## src/sv/tcl_pkg.sv

```systemverilog
// Shared types, segment tables and widths for the thermocouple linearizer.
`timescale 1ns / 1ps
package tcl_pkg;

  localparam int TCL_QUEUE_DEPTH = 4;

  localparam int SAMPLE_W     = 16;
  localparam int TENTHS_W     = 14;
  localparam int OUT_TDATA_W  = 16;
  localparam int COMP_W       = 10;
  localparam int JQ_W         = 14;   // junction reading in 1/32 degree
  localparam int CJ_SEGS      = 9;
  localparam int TC_SEGS      = 21;
  localparam int TC_NEG_SEGS  = 2;
  localparam int CJ_IDX_W     = 4;
  localparam int TC_IDX_W     = 5;
  localparam int MUL_A_W      = 9;
  localparam int MUL_B_W      = 11;
  localparam int NUM_W        = 19;
  localparam int RECIP_SHIFT  = 30;
  localparam int RECIP_W      = 26;
  localparam int QUO_W        = 12;
  localparam int RECIP_ONE    = 1 << RECIP_SHIFT;
  localparam int TCL_COMP_MAX = 656;

  localparam logic [SAMPLE_W-1:0] TC_LOW_CODE = 16'hFF6C;
  localparam logic [SAMPLE_W-1:0] TC_TOP_CODE = 16'h0A52;

  typedef enum logic {
    MODE_JUNCTION = 1'b0,
    MODE_COUPLE   = 1'b1
  } mode_t;

  typedef struct packed {
    mode_t                 mode;
    logic [SAMPLE_W-1:0]   sample;
    logic                  jhit;
    logic [CJ_IDX_W-1:0]   jseg;
  } item_t;

  // Cold-junction table: segment i covers (hi[i-1], hi[i]].
  localparam logic [JQ_W-1:0] CJ_HI [CJ_SEGS] = '{
    14'd160, 14'd320, 14'd640, 14'd960, 14'd1280, 14'd1600, 14'd1920, 14'd2560, 14'd4000
  };
  localparam logic [JQ_W-1:0] CJ_BASE [CJ_SEGS] = '{
    14'd0, 14'd160, 14'd320, 14'd640, 14'd960, 14'd1280, 14'd1600, 14'd1920, 14'd2560
  };
  localparam logic [COMP_W-1:0] CJ_Y0 [CJ_SEGS] = '{
    10'd0, 10'd25, 10'd51, 10'd102, 10'd154, 10'd206, 10'd259, 10'd312, 10'd418
  };
  localparam logic [MUL_A_W-1:0] CJ_DY [CJ_SEGS] = '{
    9'd25, 9'd26, 9'd51, 9'd52, 9'd52, 9'd53, 9'd53, 9'd106, 9'd238
  };
  localparam logic [RECIP_W-1:0] CJ_RECIP [CJ_SEGS] = '{
    RECIP_W'((RECIP_ONE + 159) / 160),  RECIP_W'((RECIP_ONE + 159) / 160),
    RECIP_W'((RECIP_ONE + 319) / 320),  RECIP_W'((RECIP_ONE + 319) / 320),
    RECIP_W'((RECIP_ONE + 319) / 320),  RECIP_W'((RECIP_ONE + 319) / 320),
    RECIP_W'((RECIP_ONE + 319) / 320),  RECIP_W'((RECIP_ONE + 639) / 640),
    RECIP_W'((RECIP_ONE + 1439) / 1440)
  };

  // Thermocouple table: two segments below zero, then contiguous up to 0x0A52.
  localparam logic [SAMPLE_W-1:0] TC_HI [TC_SEGS] = '{
    16'hFFB5, 16'hFFFF, 16'h0019, 16'h0033, 16'h0066, 16'h009A, 16'h00CE,
    16'h0103, 16'h0138, 16'h01A2, 16'h020C, 16'h02DE, 16'h03AC, 16'h0478,
    16'h0548, 16'h061B, 16'h06F2, 16'h07C7, 16'h089F, 16'h0978, 16'h0A52
  };
  localparam logic [SAMPLE_W-1:0] TC_BASE [TC_SEGS] = '{
    16'hFF6C, 16'hFFB5, 16'h0000, 16'h0019, 16'h0033, 16'h0066, 16'h009A,
    16'h00CE, 16'h0103, 16'h0138, 16'h01A2, 16'h020C, 16'h02DE, 16'h03AB,
    16'h0478, 16'h0548, 16'h061B, 16'h06F2, 16'h07C7, 16'h089F, 16'h0978
  };
  // Start value in tenths; below-zero segments use TC_NEGC instead.
  localparam logic [TENTHS_W-1:0] TC_OFF [TC_SEGS] = '{
    14'd0, 14'd0, 14'd0, 14'd50, 14'd100, 14'd200, 14'd300, 14'd400, 14'd500,
    14'd600, 14'd800, 14'd1000, 14'd1400, 14'd1800, 14'd2200, 14'd2600,
    14'd3000, 14'd3400, 14'd3800, 14'd4200, 14'd4600
  };
  localparam logic [MUL_A_W-1:0] TC_DY10 [TC_SEGS] = '{
    9'd150, 9'd150, 9'd50, 9'd50, 9'd100, 9'd100, 9'd100, 9'd100, 9'd100,
    9'd200, 9'd200, 9'd400, 9'd400, 9'd400, 9'd400, 9'd400, 9'd400, 9'd400,
    9'd400, 9'd400, 9'd400
  };
  // Magnitude numerator base for below-zero segments: 10 * |start| * span.
  localparam logic [NUM_W-1:0] TC_NEGC [TC_SEGS] = '{
    19'd21900, 19'd11250, 19'd0, 19'd0, 19'd0, 19'd0, 19'd0, 19'd0, 19'd0,
    19'd0, 19'd0, 19'd0, 19'd0, 19'd0, 19'd0, 19'd0, 19'd0, 19'd0, 19'd0,
    19'd0, 19'd0
  };
  localparam logic [RECIP_W-1:0] TC_RECIP [TC_SEGS] = '{
    RECIP_W'((RECIP_ONE + 72) / 73),   RECIP_W'((RECIP_ONE + 74) / 75),
    RECIP_W'((RECIP_ONE + 24) / 25),   RECIP_W'((RECIP_ONE + 25) / 26),
    RECIP_W'((RECIP_ONE + 50) / 51),   RECIP_W'((RECIP_ONE + 51) / 52),
    RECIP_W'((RECIP_ONE + 51) / 52),   RECIP_W'((RECIP_ONE + 52) / 53),
    RECIP_W'((RECIP_ONE + 52) / 53),   RECIP_W'((RECIP_ONE + 105) / 106),
    RECIP_W'((RECIP_ONE + 105) / 106), RECIP_W'((RECIP_ONE + 209) / 210),
    RECIP_W'((RECIP_ONE + 205) / 206), RECIP_W'((RECIP_ONE + 204) / 205),
    RECIP_W'((RECIP_ONE + 207) / 208), RECIP_W'((RECIP_ONE + 210) / 211),
    RECIP_W'((RECIP_ONE + 214) / 215), RECIP_W'((RECIP_ONE + 212) / 213),
    RECIP_W'((RECIP_ONE + 215) / 216), RECIP_W'((RECIP_ONE + 216) / 217),
    RECIP_W'((RECIP_ONE + 217) / 218)
  };

endpackage

```

## src/sv/tcl_front.sv

```systemverilog
// Input register stage: takes beats and classifies junction readings by segment.
`timescale 1ns / 1ps
module tcl_front
  import tcl_pkg::*;
(
  input  logic                clk,
  input  logic                rst_n,
  input  logic                in_valid,
  output logic                in_ready,
  input  logic                in_mode,
  input  logic [SAMPLE_W-1:0] in_sample,
  output logic                q_valid,
  input  logic                q_ready,
  output item_t               q_item
);

  logic  f_valid_r;
  item_t f_item_r;
  item_t f_item_nxt;
  logic  [JQ_W-1:0] jq;
  logic  q_push;

  assign q_push   = f_valid_r && q_ready;
  assign in_ready = !f_valid_r || q_push;
  assign q_valid  = f_valid_r;
  assign q_item   = f_item_r;

  // Find the compensation segment; readings above the top bound get no hit.
  always_comb begin
    jq = in_sample[SAMPLE_W-1:SAMPLE_W-JQ_W];
    f_item_nxt.mode   = mode_t'(in_mode);
    f_item_nxt.sample = in_sample;
    f_item_nxt.jhit   = 1'b0;
    f_item_nxt.jseg   = '0;
    for (int i = CJ_SEGS - 1; i >= 0; i--) begin
      if (jq <= CJ_HI[i]) begin
        f_item_nxt.jhit = 1'b1;
        f_item_nxt.jseg = CJ_IDX_W'(i);
      end
    end
  end

  always_ff @(posedge clk) begin
    if (!rst_n) begin
      f_valid_r <= 1'b0;
    end else if (in_ready) begin
      f_valid_r <= in_valid;
    end
  end

  always_ff @(posedge clk) begin
    if (in_valid && in_ready) begin
      f_item_r <= f_item_nxt;
    end
  end

endmodule

```

## config.mk

```make
export PLATFORM = sky130hd
export DESIGN_NAME = tcl_front
export DESIGN_NICKNAME = d
export VERILOG_FILES = /design/src/sv/tcl_pkg.sv /design/src/sv/tcl_front.sv
export SDC_FILE = /design/constraint.sdc
export NUM_CORES = 1
export LEC_CHECK = 0
export ABC_CLOCK_PERIOD_IN_PS = 2590
export BUFFER_PORTS_ARGS = -buffer_cell sky130_fd_sc_hd__buf_2
export CAP_MARGIN = 10
export CELL_PAD_IN_SITES_DETAIL_PLACEMENT = 2
export CELL_PAD_IN_SITES_GLOBAL_PLACEMENT = 2
export CORE_MARGIN = 4
export CORE_UTILIZATION = 30
export CTS_CLUSTER_DIAMETER = 200
export DETAILED_ROUTE_END_ITERATION = 8
export PLACE_DENSITY = 0.8
export SYNTH_ARGS = -nofsm -noshare
export SYNTH_HDL_FRONTEND = slang
export SYNTH_SLANG_ARGS = --single-unit
```

## constraint.sdc

```tcl
create_clock -name clk -period 2.59 [get_ports clk]
set_input_delay 0.259 -clock clk [delete_from_list [all_inputs] [get_ports clk]]
set_output_delay 0.259 -clock clk [all_outputs]
set_load 0.005 [all_outputs]
```

==> run metrics <==
status=completed; clk buf depth=2; Initial Util=between 30 and 40%; share of layout cells above drive strength 1=41.9%; Critical Path AT=1610 ps; Slew @ Worst Pin=491 ps; Root Driver=clkbuf_4; Seq/Total Area, Yosys=67.8%; worst clock skew=9.67 ps; post-layout instance area=1310 um2; worst setup margin=1140 ps; Register-to-Register Path Depth=3; wire per inst=17.8 um; FF/Latch Area=between 600 and 700 um2; crit end category=register; Syn Area/Cell=13.2 um2; setup slack, reg-to-reg=1410 ps; Diodes inserted=0; Hold Path Class=primary input to register; synth warn=0; Die ar.=4330 um2; Buffers on Ports=44; Worst setup SP type=primary input; P_leak=0.524 nW; CTS tree=yes; Post-layout nets=146; Post-Syn Area=1000 um2; Setup-failing EPs final=0; PwrDens=between 500 and 600 nW/um2; via/cell ratio=4.86; vias in the first global route=slightly above 900; antenna violations before repair=0; worst reg2reg path startpoint=q_valid; Worst Path Required=~2800 ps; Fmax achieved=a little under 700 MHz; Final Wtd Congestion=0.777; die height=65.8 um; # Max-Cap Violations=0; pre-CTS setup slack=796 ps; Core Box Area=3130 um2; hold depth=1; final std cells w/o fill=between 150 and 200; Post-Route WL=2.99 mm; Post CTS Setup Buffer Count=0; Vias=just over 800; DR iter-0 viols=49; Total Neg Setup Slack=0 ps; Post-DRT Antenna Nets=0; I/O Pins=45; Synthesized Nets=97; fill count=332; Period minus WS final=1450 ps; worst skew pair latency=310 ps; All-Layer GR Usage=between 10% and 20%; hold_sp=in_sample[1]; dpl cells=164; Syn Inst Count=76; Inserted Clock Buffers=3; CP Class=primary input to register; Final Max Slew Viols=0; die span in x=65.8 um; final period utilization=55.9%; RSZ-0062 raised after global routing=false; FF-to-FF End=q_item[12]; Post-CTS Resized=0; Slew headroom=67.0%; largest net degree at the start of global routing=23; Rows=20; Post-route DRC=0; Post-DP Area=1280 um2; area grow syn2layout=30.4%; area of the multi-input gates=312 um2; Peak VDD IR=0.168 mV; CTS Hold Bufs=0; clock slew at reported path FFs=130 ps; Synth Register Bits=23; clk sink count=23; final hold violation count=0; DP Wirelength=between 2 and 2.5 mm; First-pass DRT Iterations=4; first-pass GRT wire length=~4.7 mm; Hold EP=q_item[6]; worst-path fanout max=7; Netlist cell types=27; Clock H-tree levels=1; total global routing overflow=0
[area by class of cell]
type,instances,area share [%]
flip-flops and latches,23,52.0
inverters,2,0.574
multi-input cells,50,23.8
well taps,44,4.21
repair buffers,45,17.4
clock buffers,4,2.01
[worst max path at each step]
stage,start,end,slack (ps),cells past startpoint
floorplan,in_sample[11],q_item[0],1100,6
global placement,in_sample[2],q_item[0],870,6
detailed placement,in_sample[2],q_item[0],800,6
CTS,in_sample[2],q_item[0],1120,6
global route,in_sample[2],q_item[0],1030,6
finish,in_sample[2],q_item[0],1140,6
[power by group]
part           total (W)  switching [W]  internal, W
registers       0.000440     0.00000580     0.000434
clock network   0.000170       0.000110    0.0000602
logic           0.000101      0.0000596    0.0000414
[Yosys cell counts (all sizes together)]
master / instances / share of area [%]
dfxtp: 1 / 2.0
and3: 1 / 0.62
o21ai: 2 / 1.0
inv: 2 / 0.75
nand2: 8 / 3.0
nor2: 7 / 2.6
nor4: 1 / 2.1
nand2b: 4 / 2.5
a221oi: 1 / 0.87
o32ai: 1 / 1.6
a211oi: 1 / 0.75
and2: 3 / 1.9
nand3: 1 / 0.50
a21oi: 4 / 2.0
or3: 1 / 0.62
a21boi: 1 / 0.75
a31oi: 3 / 2.5
clkbuf: 1 / 0.37
a311oi: 1 / 1.5
edfxtp: 22 / 66
a21o: 2 / 1.5
nor2b: 1 / 0.62
nand4: 1 / 0.62
o21a: 1 / 0.75
a22oi: 1 / 0.75
nor3: 4 / 2.0
[routing by layer]
metal  track usage, %  up-vias  part of all wire (%)
met2             27.3       31                    51
met4             6.22        0                  0.90
met3             1.36        2                   6.2
met1             16.7      401                    42
li1                 -      383                     -
met5                0        -                     0
[layout by cell type (no fill, tap or decap), types with 2 or more instances in the layout]
cell | synthesis | layout
a21o_1 | 2 | 2
a21oi_1 | 4 | 4
a31oi_1 | 2 | 2
and2_1 | 3 | 3
buf_2 | 0 | 44
clkbuf_4 | 0 | 3
edfxtp_1 | 22 | 22
inv_1 | 2 | 2
nand2_1 | 8 | 8
nand2b_1 | 4 | 4
nor2_1 | 7 | 7
nor3_1 | 4 | 4
o21ai_0 | 2 | 2
[worst max-delay path, stage by stage]
cell and delay [ps]:
buf_2 120, nor4_4 460, nand2_1 150, a31oi_2 260, nor3_1 100, o32ai_2 250
[flip-flops by register name, indices dropped and copies added (netlist names)]
register / flops
q_item: 22
q_valid: 1
[stage by stage]
stage,total power [W],hold slack [ps],utilization (%)
2_1_floorplan,0.000486,358,-
3_3_place_gp,0.000543,440,41.0
3_5_place_dp,0.000551,440,41.0
4_1_cts,0.000714,111,41.8
5_1_grt,0.000746,92.2,41.8
6_report,0.000711,107,41.8
[cells by family after synthesis]
logic type,after synthesis,synth area share (%)
DFF,23,67.8
and+or+nand+nor,32,17.1
AOI/OAI and AO/OA,18,14.0
buffers and inverters,3,1.12
Power figures use the tool's default switching activity.
