File: src/sv/tcl_pkg.sv
// Shared types, segment tables and widths for the thermocouple linearizer.
`timescale 1ns / 1ps
package tcl_pkg;

  localparam int TCL_QUEUE_DEPTH = 4;

  localparam int SAMPLE_W     = 16;
  localparam int TENTHS_W     = 14;
  localparam int OUT_TDATA_W  = 16;
  localparam int COMP_W       = 10;
  localparam int JQ_W         = 14;   // junction reading in 1/32 degree
  localparam int CJ_SEGS      = 9;
  localparam int TC_SEGS      = 21;
  localparam int TC_NEG_SEGS  = 2;
  localparam int CJ_IDX_W     = 4;
  localparam int TC_IDX_W     = 5;
  localparam int MUL_A_W      = 9;
  localparam int MUL_B_W      = 11;
  localparam int NUM_W        = 19;
  localparam int RECIP_SHIFT  = 30;
  localparam int RECIP_W      = 26;
  localparam int QUO_W        = 12;
  localparam int RECIP_ONE    = 1 << RECIP_SHIFT;
  localparam int TCL_COMP_MAX = 656;

  localparam logic [SAMPLE_W-1:0] TC_LOW_CODE = 16'hFF6C;
  localparam logic [SAMPLE_W-1:0] TC_TOP_CODE = 16'h0A52;

  typedef enum logic {
    MODE_JUNCTION = 1'b0,
    MODE_COUPLE   = 1'b1
  } mode_t;

  typedef struct packed {
    mode_t                 mode;
    logic [SAMPLE_W-1:0]   sample;
    logic                  jhit;
    logic [CJ_IDX_W-1:0]   jseg;
  } item_t;

  // Cold-junction table: segment i covers (hi[i-1], hi[i]].
  localparam logic [JQ_W-1:0] CJ_HI [CJ_SEGS] = '{
    14'd160, 14'd320, 14'd640, 14'd960, 14'd1280, 14'd1600, 14'd1920, 14'd2560, 14'd4000
  };
  localparam logic [JQ_W-1:0] CJ_BASE [CJ_SEGS] = '{
    14'd0, 14'd160, 14'd320, 14'd640, 14'd960, 14'd1280, 14'd1600, 14'd1920, 14'd2560
  };
  localparam logic [COMP_W-1:0] CJ_Y0 [CJ_SEGS] = '{
    10'd0, 10'd25, 10'd51, 10'd102, 10'd154, 10'd206, 10'd259, 10'd312, 10'd418
  };
  localparam logic [MUL_A_W-1:0] CJ_DY [CJ_SEGS] = '{
    9'd25, 9'd26, 9'd51, 9'd52, 9'd52, 9'd53, 9'd53, 9'd106, 9'd238
  };
  localparam logic [RECIP_W-1:0] CJ_RECIP [CJ_SEGS] = '{
    RECIP_W'((RECIP_ONE + 159) / 160),  RECIP_W'((RECIP_ONE + 159) / 160),
    RECIP_W'((RECIP_ONE + 319) / 320),  RECIP_W'((RECIP_ONE + 319) / 320),
    RECIP_W'((RECIP_ONE + 319) / 320),  RECIP_W'((RECIP_ONE + 319) / 320),
    RECIP_W'((RECIP_ONE + 319) / 320),  RECIP_W'((RECIP_ONE + 639) / 640),
    RECIP_W'((RECIP_ONE + 1439) / 1440)
  };

  // Thermocouple table: two segments below zero, then contiguous up to 0x0A52.
  localparam logic [SAMPLE_W-1:0] TC_HI [TC_SEGS] = '{
    16'hFFB5, 16'hFFFF, 16'h0019, 16'h0033, 16'h0066, 16'h009A, 16'h00CE,
    16'h0103, 16'h0138, 16'h01A2, 16'h020C, 16'h02DE, 16'h03AC, 16'h0478,
    16'h0548, 16'h061B, 16'h06F2, 16'h07C7, 16'h089F, 16'h0978, 16'h0A52
  };
  localparam logic [SAMPLE_W-1:0] TC_BASE [TC_SEGS] = '{
    16'hFF6C, 16'hFFB5, 16'h0000, 16'h0019, 16'h0033, 16'h0066, 16'h009A,
    16'h00CE, 16'h0103, 16'h0138, 16'h01A2, 16'h020C, 16'h02DE, 16'h03AB,
    16'h0478, 16'h0548, 16'h061B, 16'h06F2, 16'h07C7, 16'h089F, 16'h0978
  };
  // Start value in tenths; below-zero segments use TC_NEGC instead.
  localparam logic [TENTHS_W-1:0] TC_OFF [TC_SEGS] = '{
    14'd0, 14'd0, 14'd0, 14'd50, 14'd100, 14'd200, 14'd300, 14'd400, 14'd500,
    14'd600, 14'd800, 14'd1000, 14'd1400, 14'd1800, 14'd2200, 14'd2600,
    14'd3000, 14'd3400, 14'd3800, 14'd4200, 14'd4600
  };
  localparam logic [MUL_A_W-1:0] TC_DY10 [TC_SEGS] = '{
    9'd150, 9'd150, 9'd50, 9'd50, 9'd100, 9'd100, 9'd100, 9'd100, 9'd100,
    9'd200, 9'd200, 9'd400, 9'd400, 9'd400, 9'd400, 9'd400, 9'd400, 9'd400,
    9'd400, 9'd400, 9'd400
  };
  // Magnitude numerator base for below-zero segments: 10 * |start| * span.
  localparam logic [NUM_W-1:0] TC_NEGC [TC_SEGS] = '{
    19'd21900, 19'd11250, 19'd0, 19'd0, 19'd0, 19'd0, 19'd0, 19'd0, 19'd0,
    19'd0, 19'd0, 19'd0, 19'd0, 19'd0, 19'd0, 19'd0, 19'd0, 19'd0, 19'd0,
    19'd0, 19'd0
  };
  localparam logic [RECIP_W-1:0] TC_RECIP [TC_SEGS] = '{
    RECIP_W'((RECIP_ONE + 72) / 73),   RECIP_W'((RECIP_ONE + 74) / 75),
    RECIP_W'((RECIP_ONE + 24) / 25),   RECIP_W'((RECIP_ONE + 25) / 26),
    RECIP_W'((RECIP_ONE + 50) / 51),   RECIP_W'((RECIP_ONE + 51) / 52),
    RECIP_W'((RECIP_ONE + 51) / 52),   RECIP_W'((RECIP_ONE + 52) / 53),
    RECIP_W'((RECIP_ONE + 52) / 53),   RECIP_W'((RECIP_ONE + 105) / 106),
    RECIP_W'((RECIP_ONE + 105) / 106), RECIP_W'((RECIP_ONE + 209) / 210),
    RECIP_W'((RECIP_ONE + 205) / 206), RECIP_W'((RECIP_ONE + 204) / 205),
    RECIP_W'((RECIP_ONE + 207) / 208), RECIP_W'((RECIP_ONE + 210) / 211),
    RECIP_W'((RECIP_ONE + 214) / 215), RECIP_W'((RECIP_ONE + 212) / 213),
    RECIP_W'((RECIP_ONE + 215) / 216), RECIP_W'((RECIP_ONE + 216) / 217),
    RECIP_W'((RECIP_ONE + 217) / 218)
  };

endpackage

File: src/sv/tcl_queue.sv
// Small register FIFO between the front stage and the arithmetic pipeline.
`timescale 1ns / 1ps
module tcl_queue
  import tcl_pkg::*;
#(
  parameter int DEPTH = TCL_QUEUE_DEPTH
) (
  input  logic  clk,
  input  logic  rst_n,
  input  logic  push_valid,
  output logic  push_ready,
  input  item_t push_item,
  output logic  pop_valid,
  input  logic  pop_ready,
  output item_t pop_item
);

  localparam int PW = $clog2(DEPTH);
  localparam int CW = $clog2(DEPTH + 1);

  item_t         mem_r [DEPTH];
  logic [PW-1:0] wr_ptr_r, wr_ptr_nxt;
  logic [PW-1:0] rd_ptr_r, rd_ptr_nxt;
  logic [CW-1:0] count_r, count_nxt;
  logic          push, pop;

  assign push_ready = (count_r != CW'(DEPTH));
  assign pop_valid  = (count_r != '0);
  assign pop_item   = mem_r[rd_ptr_r];
  assign push       = push_valid && push_ready;
  assign pop        = pop_valid && pop_ready;

  always_comb begin
    wr_ptr_nxt = wr_ptr_r;
    rd_ptr_nxt = rd_ptr_r;
    if (push) begin
      wr_ptr_nxt = (wr_ptr_r == PW'(DEPTH - 1)) ? '0 : wr_ptr_r + 1'b1;
    end
    if (pop) begin
      rd_ptr_nxt = (rd_ptr_r == PW'(DEPTH - 1)) ? '0 : rd_ptr_r + 1'b1;
    end
    count_nxt = count_r + CW'(push) - CW'(pop);
  end

  always_ff @(posedge clk) begin
    if (!rst_n) begin
      wr_ptr_r <= '0;
      rd_ptr_r <= '0;
      count_r  <= '0;
    end else begin
      wr_ptr_r <= wr_ptr_nxt;
      rd_ptr_r <= rd_ptr_nxt;
      count_r  <= count_nxt;
    end
  end

  always_ff @(posedge clk) begin
    if (push) begin
      mem_r[wr_ptr_r] <= push_item;
    end
  end

`ifndef NO_ASSERTIONS
  a_count_bound: assert property (@(posedge clk) disable iff (!rst_n)
    count_r <= CW'(DEPTH))
    else $error("queue count above depth");
`endif

endmodule

File: config.mk
export PLATFORM = sky130hd
export DESIGN_NAME = tcl_queue
export DESIGN_NICKNAME = d
export VERILOG_FILES = /design/src/sv/tcl_pkg.sv /design/src/sv/tcl_queue.sv
export SDC_FILE = /design/constraint.sdc
export NUM_CORES = 1
export LEC_CHECK = 0
export BUFFER_PORTS_ARGS = -buffer_cell sky130_fd_sc_hd__buf_2
export CAP_MARGIN = 20
export CORE_UTILIZATION = 43
export CTS_CLUSTER_DIAMETER = 60
export DETAILED_ROUTE_END_ITERATION = 8
export PLACE_DENSITY = 0.69
export SLEW_MARGIN = 20
export SYNTH_ARGS = -nofsm -noshare
export SYNTH_HDL_FRONTEND = slang
export SYNTH_SLANG_ARGS = --single-unit
export TNS_END_PERCENT = 20
File: constraint.sdc
create_clock -name clk -period 3.4 [get_ports clk]
set_input_delay 0.34 -clock clk [delete_from_list [all_inputs] [get_ports clk]]
set_output_delay 0.34 -clock clk [all_outputs]
set_load 0.1 [all_outputs]
==> impl_results.md, run 1 <==
- Worst Skew: 0.007512 ns
- Worst R2R Start: count_r[1]
- Starting Density: 44.42%
- Worst-skew pair later-pin latency: 0.35 ns
- Distinct cells, synth: 26
- Maximum VDD drop: 0.5691 mV
- Post-synthesis compound-gate area fraction: 0.6171%
- Post-Syn Area: 3650 µm²
- Die H: 94.13 µm
- Cells after synthesis: 166
- FP Rows: 33
- Max Freq: 0.3971 GHz
- Yosys warning count: 0
- Clock period minus worst slack: 2.518 ns
- Outcome: finished, final reports clean
- Top-count cell post-synth: edfxtp_1
- DRT Pass-1 Iters: 4
- Worst Hold Launch: push_item[3]
- GPL Wtd Cong: 0.6945
- Per-cell routed wire length: 17.77 µm
- Slew margin rel.: 41.99%
- Vias in the first global route: 1756
- Iter 0 DRT Violations: 60
- Setup WS post-layout: 0.8820 ns
- Synth area leaders: edfxtp_1, mux4_2, dfxtp_1
- HP Class: primary input to register
- Postcts setup bufs: 0
- Post-route DRC: 0
- Synth-to-Final Area Change: 14.33%
- CTS tree: yes
- Via/cell ratio: 5.133
- R2r setup slk: 0.95 ns
- Grt ovf: 0
- Total track usage: 14.50%
- Die area: 8860 µm²
- Post-Syn Nets: 200
- Post-DRT Antenna Nets: 0
- Max FO, Critical Path: 17
- Mux cell area share after synthesis: 13.85%
- Crit path kind: register to primary output
- Clock transition at path regs: 0.09 ns
- Initial antenna violation count: 0
- Layout cells sized above 1: 40.97%
- Final setup fails: 0
- Critical path arrival: 2.18 ns
- Final period util: 74.06%
- Slew @ Worst Pin: 0.8690 ns
- First-pass GRT wire length: 9052 µm
- List of most frequent post-synthesis cells: edfxtp_1, mux4_2, dfxtp_1
- RR Endpoint: count_r[2]
- Power density over cell area: 873.9 nW/µm²
- Vias: 1704
- Post_cts resized: 0
- Yosys top cell area share: 72.40%
- Setup TNS: 0 ns
- Antenna Cells: 0
- Core area: 8217 µm²
- Ys flop type: edfxtp_1
- Setup crit start kind: register
- Req. time, crit path: 3.06 ns
- Die Wd: 94.13 µm
- Hold Path End: mem_r[3][3]
- Port buffer count: 49
- Post-synthesis register bit count: 97
- Total CTS buffers: 9
- Hold_buf cts: 0
- Reg2Reg Depth: 11
- Post-DP HPWL: 3672 µm
- Crit. End Element: primary output
- Ports: 50
- Fin. Hold Viols: 0
- Largest net degree at the start of global routing: 23
- Simple-gate share of the synthesized area: 3.120%
- Leak: 1.435 nW
- Fin. max-slew vios: 0
- Largest family of logic cells by synthesized area: multiplexers
- Max-cap viol count: 0
- Fraction of registers with async set/reset: 0%
- Mapped Avg Cell Area: 21.99 µm²
- Synth area leader: edfxtp_1
- Pre-CTS setup slack: 0.9708 ns
- CTS H-Tree Depth: 3
- # nets final: 257
- XOR/XNOR share of the synthesized area: 0.4799%
- Post-synth EDFFs: 88
- Clk root buf: clkbuf_8
- Sequential share of the synthesized area: 77.34%
- Max Root-Sink Buffers: 2
- Hold depth: 1
- Final WL: 5901 µm
- RSZ-0062 raised after global routing: false
- Adder-cell share of the synthesized area: 2.948%
- Clock Sink Count: 97
[final cells by class]
cell class	count	area, µm²
flip-flops and latches	97	2824
multi-input cells	57	767.0
fillers	667	4044
repair buffers	52	267.8
well taps	105	131.4
clock inverters	6	36.28
inverters	6	22.52
clock buffers	9	123.9
[worst max path at each step]
stage | to | slack, ns
after global placement | count_r[2] | 1.01
after detailed placement | count_r[2] | 0.97
after global routing | pop_item[13] | 0.74
after CTS | pop_item[17] | 0.83
after floorplan | count_r[2] | 0.94
final | pop_item[18] | 0.88
[layer usage]
layer  GRT usage, %  part of all wire (%)  up-vias
met5              0                     0        -
li1               -                     -      777
met4          6.538                  0.49        0
met2          24.39                    52       51
met1          18.07                    44      872
met3          2.913                   4.2        4
[flip-flops by register name, indices dropped and copies added, names as in the netlist, named ones only]
register and cells:
mem_r 88, wr_ptr_r 2, count_r 3, rd_ptr_r 2
[layout by cell type (no fill, tap or decap), drive strengths merged]
| cell type | synthesis | final |
|---|---|---|
| and3 | 4 | 4 |
| or3b | 1 | 1 |
| o21ai | 3 | 3 |
| mux4 | 22 | 22 |
| mux2i | 1 | 1 |
| xnor2 | 2 | 2 |
| clkbuf | 1 | 9 |
| o31ai | 1 | 1 |
| edfxtp | 88 | 88 |
| or3 | 1 | 1 |
| nor2b | 1 | 1 |
| inv | 6 | 6 |
| nor2 | 2 | 2 |
| nand2 | 5 | 5 |
| clkinv | 0 | 3 |
| nand4 | 1 | 1 |
| and2 | 3 | 3 |
| clkinvlp | 0 | 3 |
| ha | 7 | 7 |
| fa | 1 | 1 |
| dfxtp | 9 | 9 |
| buf | 5 | 52 |
| nand3 | 2 | 2 |
[power breakdown]
group          internal (mW)  switching (mW)  leakage [nW]
registers               1.45           0.115         0.880
logic                  0.330            1.13         0.480
clock network          0.256           0.368        0.0745
total                   2.03            1.61          1.44
[kinds of logic (layout without fill, tap and decap cells)]
family	count (synthesis)	count (layout)
flops	97	97
mux	23	23
simple gates	20	20
buf+inv	12	73
fa+ha+maj	8	8
compound gates	4	4
xor+xnor	2	2
[per-stage QoR]
step	instances	utilization, %	hold WS, ns	instance area (µm²)	power [mW]
floorplan	166	-	0.4389	3650	2.848
global placement	317	48.84	0.4984	4013	3.050
detailed placement	317	48.84	0.4992	4013	3.068
CTS	332	50.78	0.1841	4173	3.686
global route	332	50.78	0.1906	4173	3.798
finish	332	50.78	0.2063	4173	3.646
[worst max-delay path, cell delays in order, from the launching register on]
cell     delay (ns)
dfxtp_1        0.90
buf_4          0.29
mux4_2         0.20
buf_2          0.43
Note: power is estimated with default switching activity, not from simulation.
==> run 2: changes to the inputs <==
- ABC_AREA: default -> 1
- PLACE_DENSITY: 0.69 -> 0.71
- clock period: 3.4 -> 2.26 ns (I/O delays scaled with it)
==> impl_results.md, run 2 <==
- Max reg flops: 88 (unchanged)
- Via/cell ratio: 5.132 (was 5.133)
- Post-Syn Area: 3800 µm² (was 3650 µm²)
- Sequential share of the synthesized area: 74.28% (was 77.34%)
- Synth area leaders: edfxtp_1, nor2_1, dfxtp_1 (was edfxtp_1, mux4_2, dfxtp_1)
- Largest Register: mem_r (unchanged)
- Max-cap viol count: 0 (unchanged)
- DRT Pass-1 Iters: 4 (unchanged)
- Die area: 9217 µm² (was 8860 µm²)
- Mapped Avg Cell Area: 13.52 µm² (was 21.99 µm²)
- Postcts setup bufs: 0 (unchanged)
- Die H: 96.01 µm (was 94.13 µm)
- Outcome: finished, final reports clean (unchanged)
- Slew @ Worst Pin: 0.5109 ns (was 0.8690 ns)
- Post-DP HPWL: 4090 µm (was 3672 µm)
- Vias: 2289 (was 1704)
- HP Class: primary input to register (unchanged)
- List of most frequent post-synthesis cells: edfxtp_1, nor2_1, o21ai_0 (was edfxtp_1, mux4_2, dfxtp_1)
- Clock Sink Count: 97 (unchanged)
- Top-count cell post-synth: edfxtp_1 (unchanged)
- Port buffer count: 49 (unchanged)
- Max Freq: 0.4742 GHz
- Starting Density: 45.34% (was 44.42%)
- Yosys warning count: 0 (unchanged)
- Post-Syn Nets: 315 (was 200)
- Clock transition at path regs: 0.09 ns (about the same)
- Hold_buf cts: 0 (unchanged)
- Ys flop type: edfxtp_1 (unchanged)
- Max Root-Sink Buffers: 2 (unchanged)
- R2r setup slk: 0.24 ns (was 0.95 ns)
- Most common cell after layout, fill and taps aside: edfxtp_1 (unchanged)
- Per-cell routed wire length: 15.13 µm (was 17.77 µm)
- Synth area leader: edfxtp_1 (unchanged)
- Post-synth EDFFs: 88 (unchanged)
- First-pass GRT wire length: 10340 µm (was 9052 µm)
- Setup crit start kind: register (unchanged)
- Cells after synthesis: 281 (was 166)
- Post-synthesis register bit count: 97 (unchanged)
- Core area: 8382 µm² (was 8217 µm²)
- # nets final: 370 (was 257)
- Final WL: 6747 µm (was 5901 µm)
- Ports: 50 (unchanged)
- Yosys top cell area share: 69.54% (was 72.40%)
- Worst R2R Start: count_r[1] (unchanged)
- Critical path arrival: 1.88 ns (was 2.18 ns)
- M3 GR Usage: 3.712% (was 2.913%)
- Synth-to-Final Area Change: 13.90% (was 14.33%)
- Clk root buf: clkbuf_8 (unchanged)
- RSZ-0062 raised after global routing: false (unchanged)
- Post-DRT Antenna Nets: 0 (unchanged)
- Final setup fails: 0 (unchanged)
- Largest regs: mem_r (88), count_r (3) (unchanged)
- Worst Skew: 0.008108 ns (was 0.007512 ns)
- Antenna Cells: 0 (unchanged)
- Max FO, Critical Path: 14 (was 17)
- Vias in the first global route: 2174 (was 1756)
- Initial antenna violation count: 0 (unchanged)
- Layout cells sized above 1: 24.63% (was 40.97%)
- Fin. max-slew vios: 0 (unchanged)
- CP endpoint: pop_item[8] (was pop_item[18])
- Reg2Reg Depth: 10 (was 11)
- Clock period minus worst slack: 2.109 ns
- Final period util: 93.31%
- M1 GR Usage: 18.63% (was 18.07%)
- Post-route DRC: 0 (unchanged)
- Total track usage: 15.54% (was 14.50%)
- GPL Wtd Cong: 0.6985 (was 0.6945)
- Iter 0 DRT Violations: 76 (was 60)
- FP Rows: 33 (unchanged)
- Slew margin rel.: 66.18% (was 41.99%)
- CTS H-Tree Depth: 3 (unchanged)
- Grt ovf: 0 (unchanged)
- Met2 Use GR: 26.00% (was 24.39%)
- Hold slack: 0.07880 ns (was 0.2063 ns)
- CTS tree: yes (unchanged)
- Crit path kind: register to primary output (unchanged)
- Post_cts resized: 0 (unchanged)
- Fraction of registers with async set/reset: 0% (unchanged)
- Req. time, crit path: 2.03 ns (was 3.06 ns)
- Die Wd: 96.01 µm (was 94.13 µm)
- Fin. Hold Viols: 0 (unchanged)
- Most frequent cells in the layout: edfxtp_1, nor2_1, buf_2 (was edfxtp_1, buf_2, mux4_2)
- Hold depth: 1 (unchanged)
- RR Endpoint: count_r[2] (unchanged)
- Worst-skew pair later-pin latency: 0.35 ns (about the same)
- Largest net degree at the start of global routing: 45 (was 23)
- Distinct cells, synth: 20 (was 26)
- Busiest layer in global routing: met2 (unchanged)
- Total CTS buffers: 9 (unchanged)
- Crit. End Element: primary output (unchanged)
==> run 2: through the flow <==
| step | util (%) | cell area, µm² | setup WS, ns | instances | setup TNS, ns |
|---|---|---|---|---|---|
| floorplan | - | 3800 | -0.2462 | 281 | -23.86 |
| global placement | 49.47 | 4146 | 0.2620 | 430 | 0 |
| detailed placement | 49.47 | 4146 | 0.1690 | 430 | 0 |
| CTS | 51.60 | 4325 | 0.1230 | 446 | 0 |
| global route | 51.63 | 4328 | 0.03932 | 446 | 0 |
| finish | 51.63 | 4328 | 0.1511 | 446 | 0 |
==> run 2: how the worst min path moves through the flow <==
stage,startpoint,to
2_1_floorplan,rst_n,count_r[0]
3_3_place_gp,push_item[15],mem_r[3][15]
3_5_place_dp,push_item[1],mem_r[0][1]
4_1_cts,push_item[1],mem_r[2][1]
5_1_grt,push_item[1],mem_r[2][1]
6_report,push_item[1],mem_r[2][1]
==> run 2: area by class of cell <==
class                      count  area (µm²)
timing repair buffer          57       317.8
tap                          105       131.4
inverter                      18       75.07
clock buffer                   9       123.9
sequential                    97        2824
fill                         722        4054
clock inverter                 7       55.05
multi-input combinational    153       800.8
==> run 2: per-layer routing <==
layer / vias to the layer above / share of wire (%)
li1: 1124 / -
met1: 1103 / 43
met2: 52 / 49
met3: 10 / 5.7
met4: 0 / 1.7
met5: - / 0
==> run 2: kinds of logic (layout without fill, tap and decap cells) <==
logic type	Yosys count	after routing	share of synthesized area (%)
AOI/OAI and AO/OA	73	73	10.47
adders and majority gates	8	8	2.832
buffers and inverters	31	91	4.972
DFF	97	97	74.28
and+or+nand+nor	72	72	7.442
==> run 2: critical path: stages, from the launching register on <==
cell	delay [ns]
dfxtp_2	0.56
buf_4	0.25
o21ai_0	0.10
o22ai_1	0.17
buf_2	0.45
Power of run 2 is not shown: default switching activity piles up to over one toggle a cycle in this logic, so the estimate is an artifact.
==> run 3: changes to the inputs <==
- BUFFER_PORTS_ARGS: -buffer_cell sky130_fd_sc_hd__buf_2 -> default
- DONT_BUFFER_PORTS: default -> 1
- PLACE_DENSITY: 0.71 -> 0.66
==> impl_results.md, run 3 (synthesis results as in run 2) <==
- Core area: 8382 µm² (unchanged)
- Die H: 96.01 µm (unchanged)
- Post-route DRC: 0 (unchanged)
- Hold_buf cts: 23 (was 0)
- Max Root-Sink Buffers: 2 (unchanged)
- R2r setup slk: 0.22 ns (was 0.24 ns)
- Clock Sink Count: 97 (unchanged)
- Postcts setup bufs: 0 (unchanged)
- Iter 0 DRT Violations: 122 (was 76)
- Total track usage: 17.01% (was 15.54%)
- Area post-placement: 4339 µm² (was 4146 µm²)
- Reg2Reg Depth: 10 (unchanged)
- Final WL: 7058 µm (was 6747 µm)
- Hold slack: 0.03348 ns (was 0.07880 ns)
- Worst-skew pair later-pin latency: 0.36 ns (was 0.35 ns)
- Starting Density: 45.34% (unchanged)
- Post-route cell area: 4796 µm² (was 4328 µm²)
- RR Endpoint: count_r[2] (unchanged)
- Grt ovf: 0 (unchanged)
- Die Wd: 96.01 µm (unchanged)
- Slew @ Worst Pin: 0.5933 ns (was 0.5109 ns)
- CTS H-Tree Depth: 3 (unchanged)
- GPL Wtd Cong: 0.7268 (was 0.6985)
- Slew margin rel.: 60.31% (was 66.18%)
- Total CTS buffers: 9 (unchanged)
- Clk root buf: clkbuf_8 (unchanged)
- Post-Layout Cell Count: 445 (was 446)
- Post-DP HPWL: 4482 µm (was 4090 µm)
- Layout cells sized above 1: 23.82% (was 24.63%)
- Largest Register: mem_r (unchanged)
- Hold Path End: wr_ptr_r[1] (was mem_r[2][1])
- Post_cts resized: 0 (unchanged)
- Initial antenna violation count: 0 (unchanged)
- Most frequent CP cell: buf_4
- Max reg flops: 88 (unchanged)
- Port buffer count: 0 (was 49)
- Worst Hold Launch: push_valid (was push_item[1])
- # nets final: 369 (was 370)
- Req. time, crit path: 2.03 ns (about the same)
- Most frequent cells in the layout: edfxtp_1, nor2_1, o21ai_0 (was edfxtp_1, nor2_1, buf_2)
- HP Class: primary input to register (unchanged)
- Most common cell after layout, fill and taps aside: edfxtp_1 (unchanged)
- Clock transition at path regs: 0.09 ns (about the same)
- WP buf/inv: 2 (unchanged)
- CP max-delay cell: dfxtp_2 (unchanged)
- Vias in the first global route: 2289 (was 2174)
- Hold depth: 2 (was 1)
- WP depth: 4 (unchanged)
- Fin. Hold Viols: 0 (unchanged)
- FP Rows: 33 (unchanged)
- Max FO, Critical Path: 16 (was 14)
- Synth-to-Final Area Change: 26.21% (was 13.90%)
- Cell family with most CP delay: buffers and inverters (unchanged)
- Die area: 9217 µm² (unchanged)
- Outcome: finished, final reports clean (unchanged)
- Per-cell routed wire length: 15.86 µm (was 15.13 µm)
- Final period util: 91.95% (was 93.31%)
- Final setup fails: 0 (unchanged)
- Fin. max-slew vios: 0 (unchanged)
- Vias: 2292 (was 2289)
- Largest regs: mem_r (88), count_r (3) (unchanged)
- Worst Skew: 0.01103 ns (was 0.008108 ns)
- Ports: 50 (unchanged)
- Setup crit start kind: register (unchanged)
- First-pass GRT wire length: 11500 µm (was 10340 µm)
- Critical path cell sequence: buf_4 > o21ai_0 > o22ai_2 > buf_4 (was buf_4 > o21ai_0 > o22ai_1 > buf_2)
- Crit path kind: register to primary output (unchanged)
- Clock period minus worst slack: 2.078 ns (was 2.109 ns)
- Post-DRT Antenna Nets: 0 (unchanged)
- Critical path arrival: 1.85 ns (was 1.88 ns)
- Antenna Cells: 0 (unchanged)
- DRT Pass-1 Iters: 4 (unchanged)
- Cells after DPL: 406 (was 430)
- Max-cap viol count: 0 (unchanged)
- Worst path max stage delay: 0.56 ns (about the same)
- Max Freq: 0.4812 GHz (was 0.4742 GHz)
- Via/cell ratio: 5.151 (was 5.132)
- CTS tree: yes (unchanged)
- Worst R2R Start: count_r[1] (unchanged)
- Largest net degree at the start of global routing: 45 (unchanged)
- Crit. End Element: primary output (unchanged)
- RSZ-0062 raised after global routing: false (unchanged)
[run 3: changes by cell type in the layout (fill, tap and decap cells not counted), moves of 2 or more]
cell,delta
buf_12,+9
o22ai_1,-22
buf_2,-49
dlygate4sd3_1,+23
bufinv_16,+2
o22ai_2,+22
buf_4,+16
clkinvlp_4,-2
[run 3: worst max-delay path by stage]
stage | end | slack [ns]
after global routing | count_r[2] | 0.05
after detailed placement | count_r[2] | 0.26
after global placement | count_r[2] | 0.32
final | pop_item[19] | 0.18
after floorplan | mem_r[0][0] | -0.25
after CTS | pop_item[19] | 0.16
[run 3: final cells by class]
| type | instances | area, µm² |
|---|---|---|
| fill | 677 | 3586 |
| tap | 105 | 131.4 |
| inverter | 18 | 75.07 |
| clock inverter | 7 | 102.6 |
| sequential | 97 | 2824 |
| timing repair buffer | 56 | 603.1 |
| multi-input combinational | 153 | 935.9 |
| clock buffer | 9 | 123.9 |
[run 3: stage by stage]
stage | util, % | TNS [ns] | setup WS [ns]
3_5_place_dp | 51.77 | 0 | 0.2600
2_1_floorplan | - | -23.86 | -0.2462
3_3_place_gp | 51.77 | 0 | 0.3192
5_1_grt | 57.22 | 0 | 0.04759
4_1_cts | 57.22 | 0 | 0.1561
6_report | 57.22 | 0 | 0.1819
[run 3: worst register-to-register path: stages, from the launching register on]
cell	delay, ns
dfxtp_1	0.38
nor2_2	0.20
nand2_2	0.07
nand2_1	0.20
ha_1	0.27
inv_1	0.06
ha_1	0.13
inv_1	0.05
fa_1	0.37
o21ai_0	0.17
nor2_1	0.05
[run 3: layer usage]
metal | GRT usage (%) | part of all wire (%) | vias to the layer above
li1 | - | - | 1128
met1 | 22.33 | 45 | 1107
met3 | 4.107 | 5.1 | 7
met2 | 27.30 | 49 | 50
met5 | 0 | 0 | -
met4 | 6.592 | 0.79 | 0
Power of run 3 is left out for the same reason.
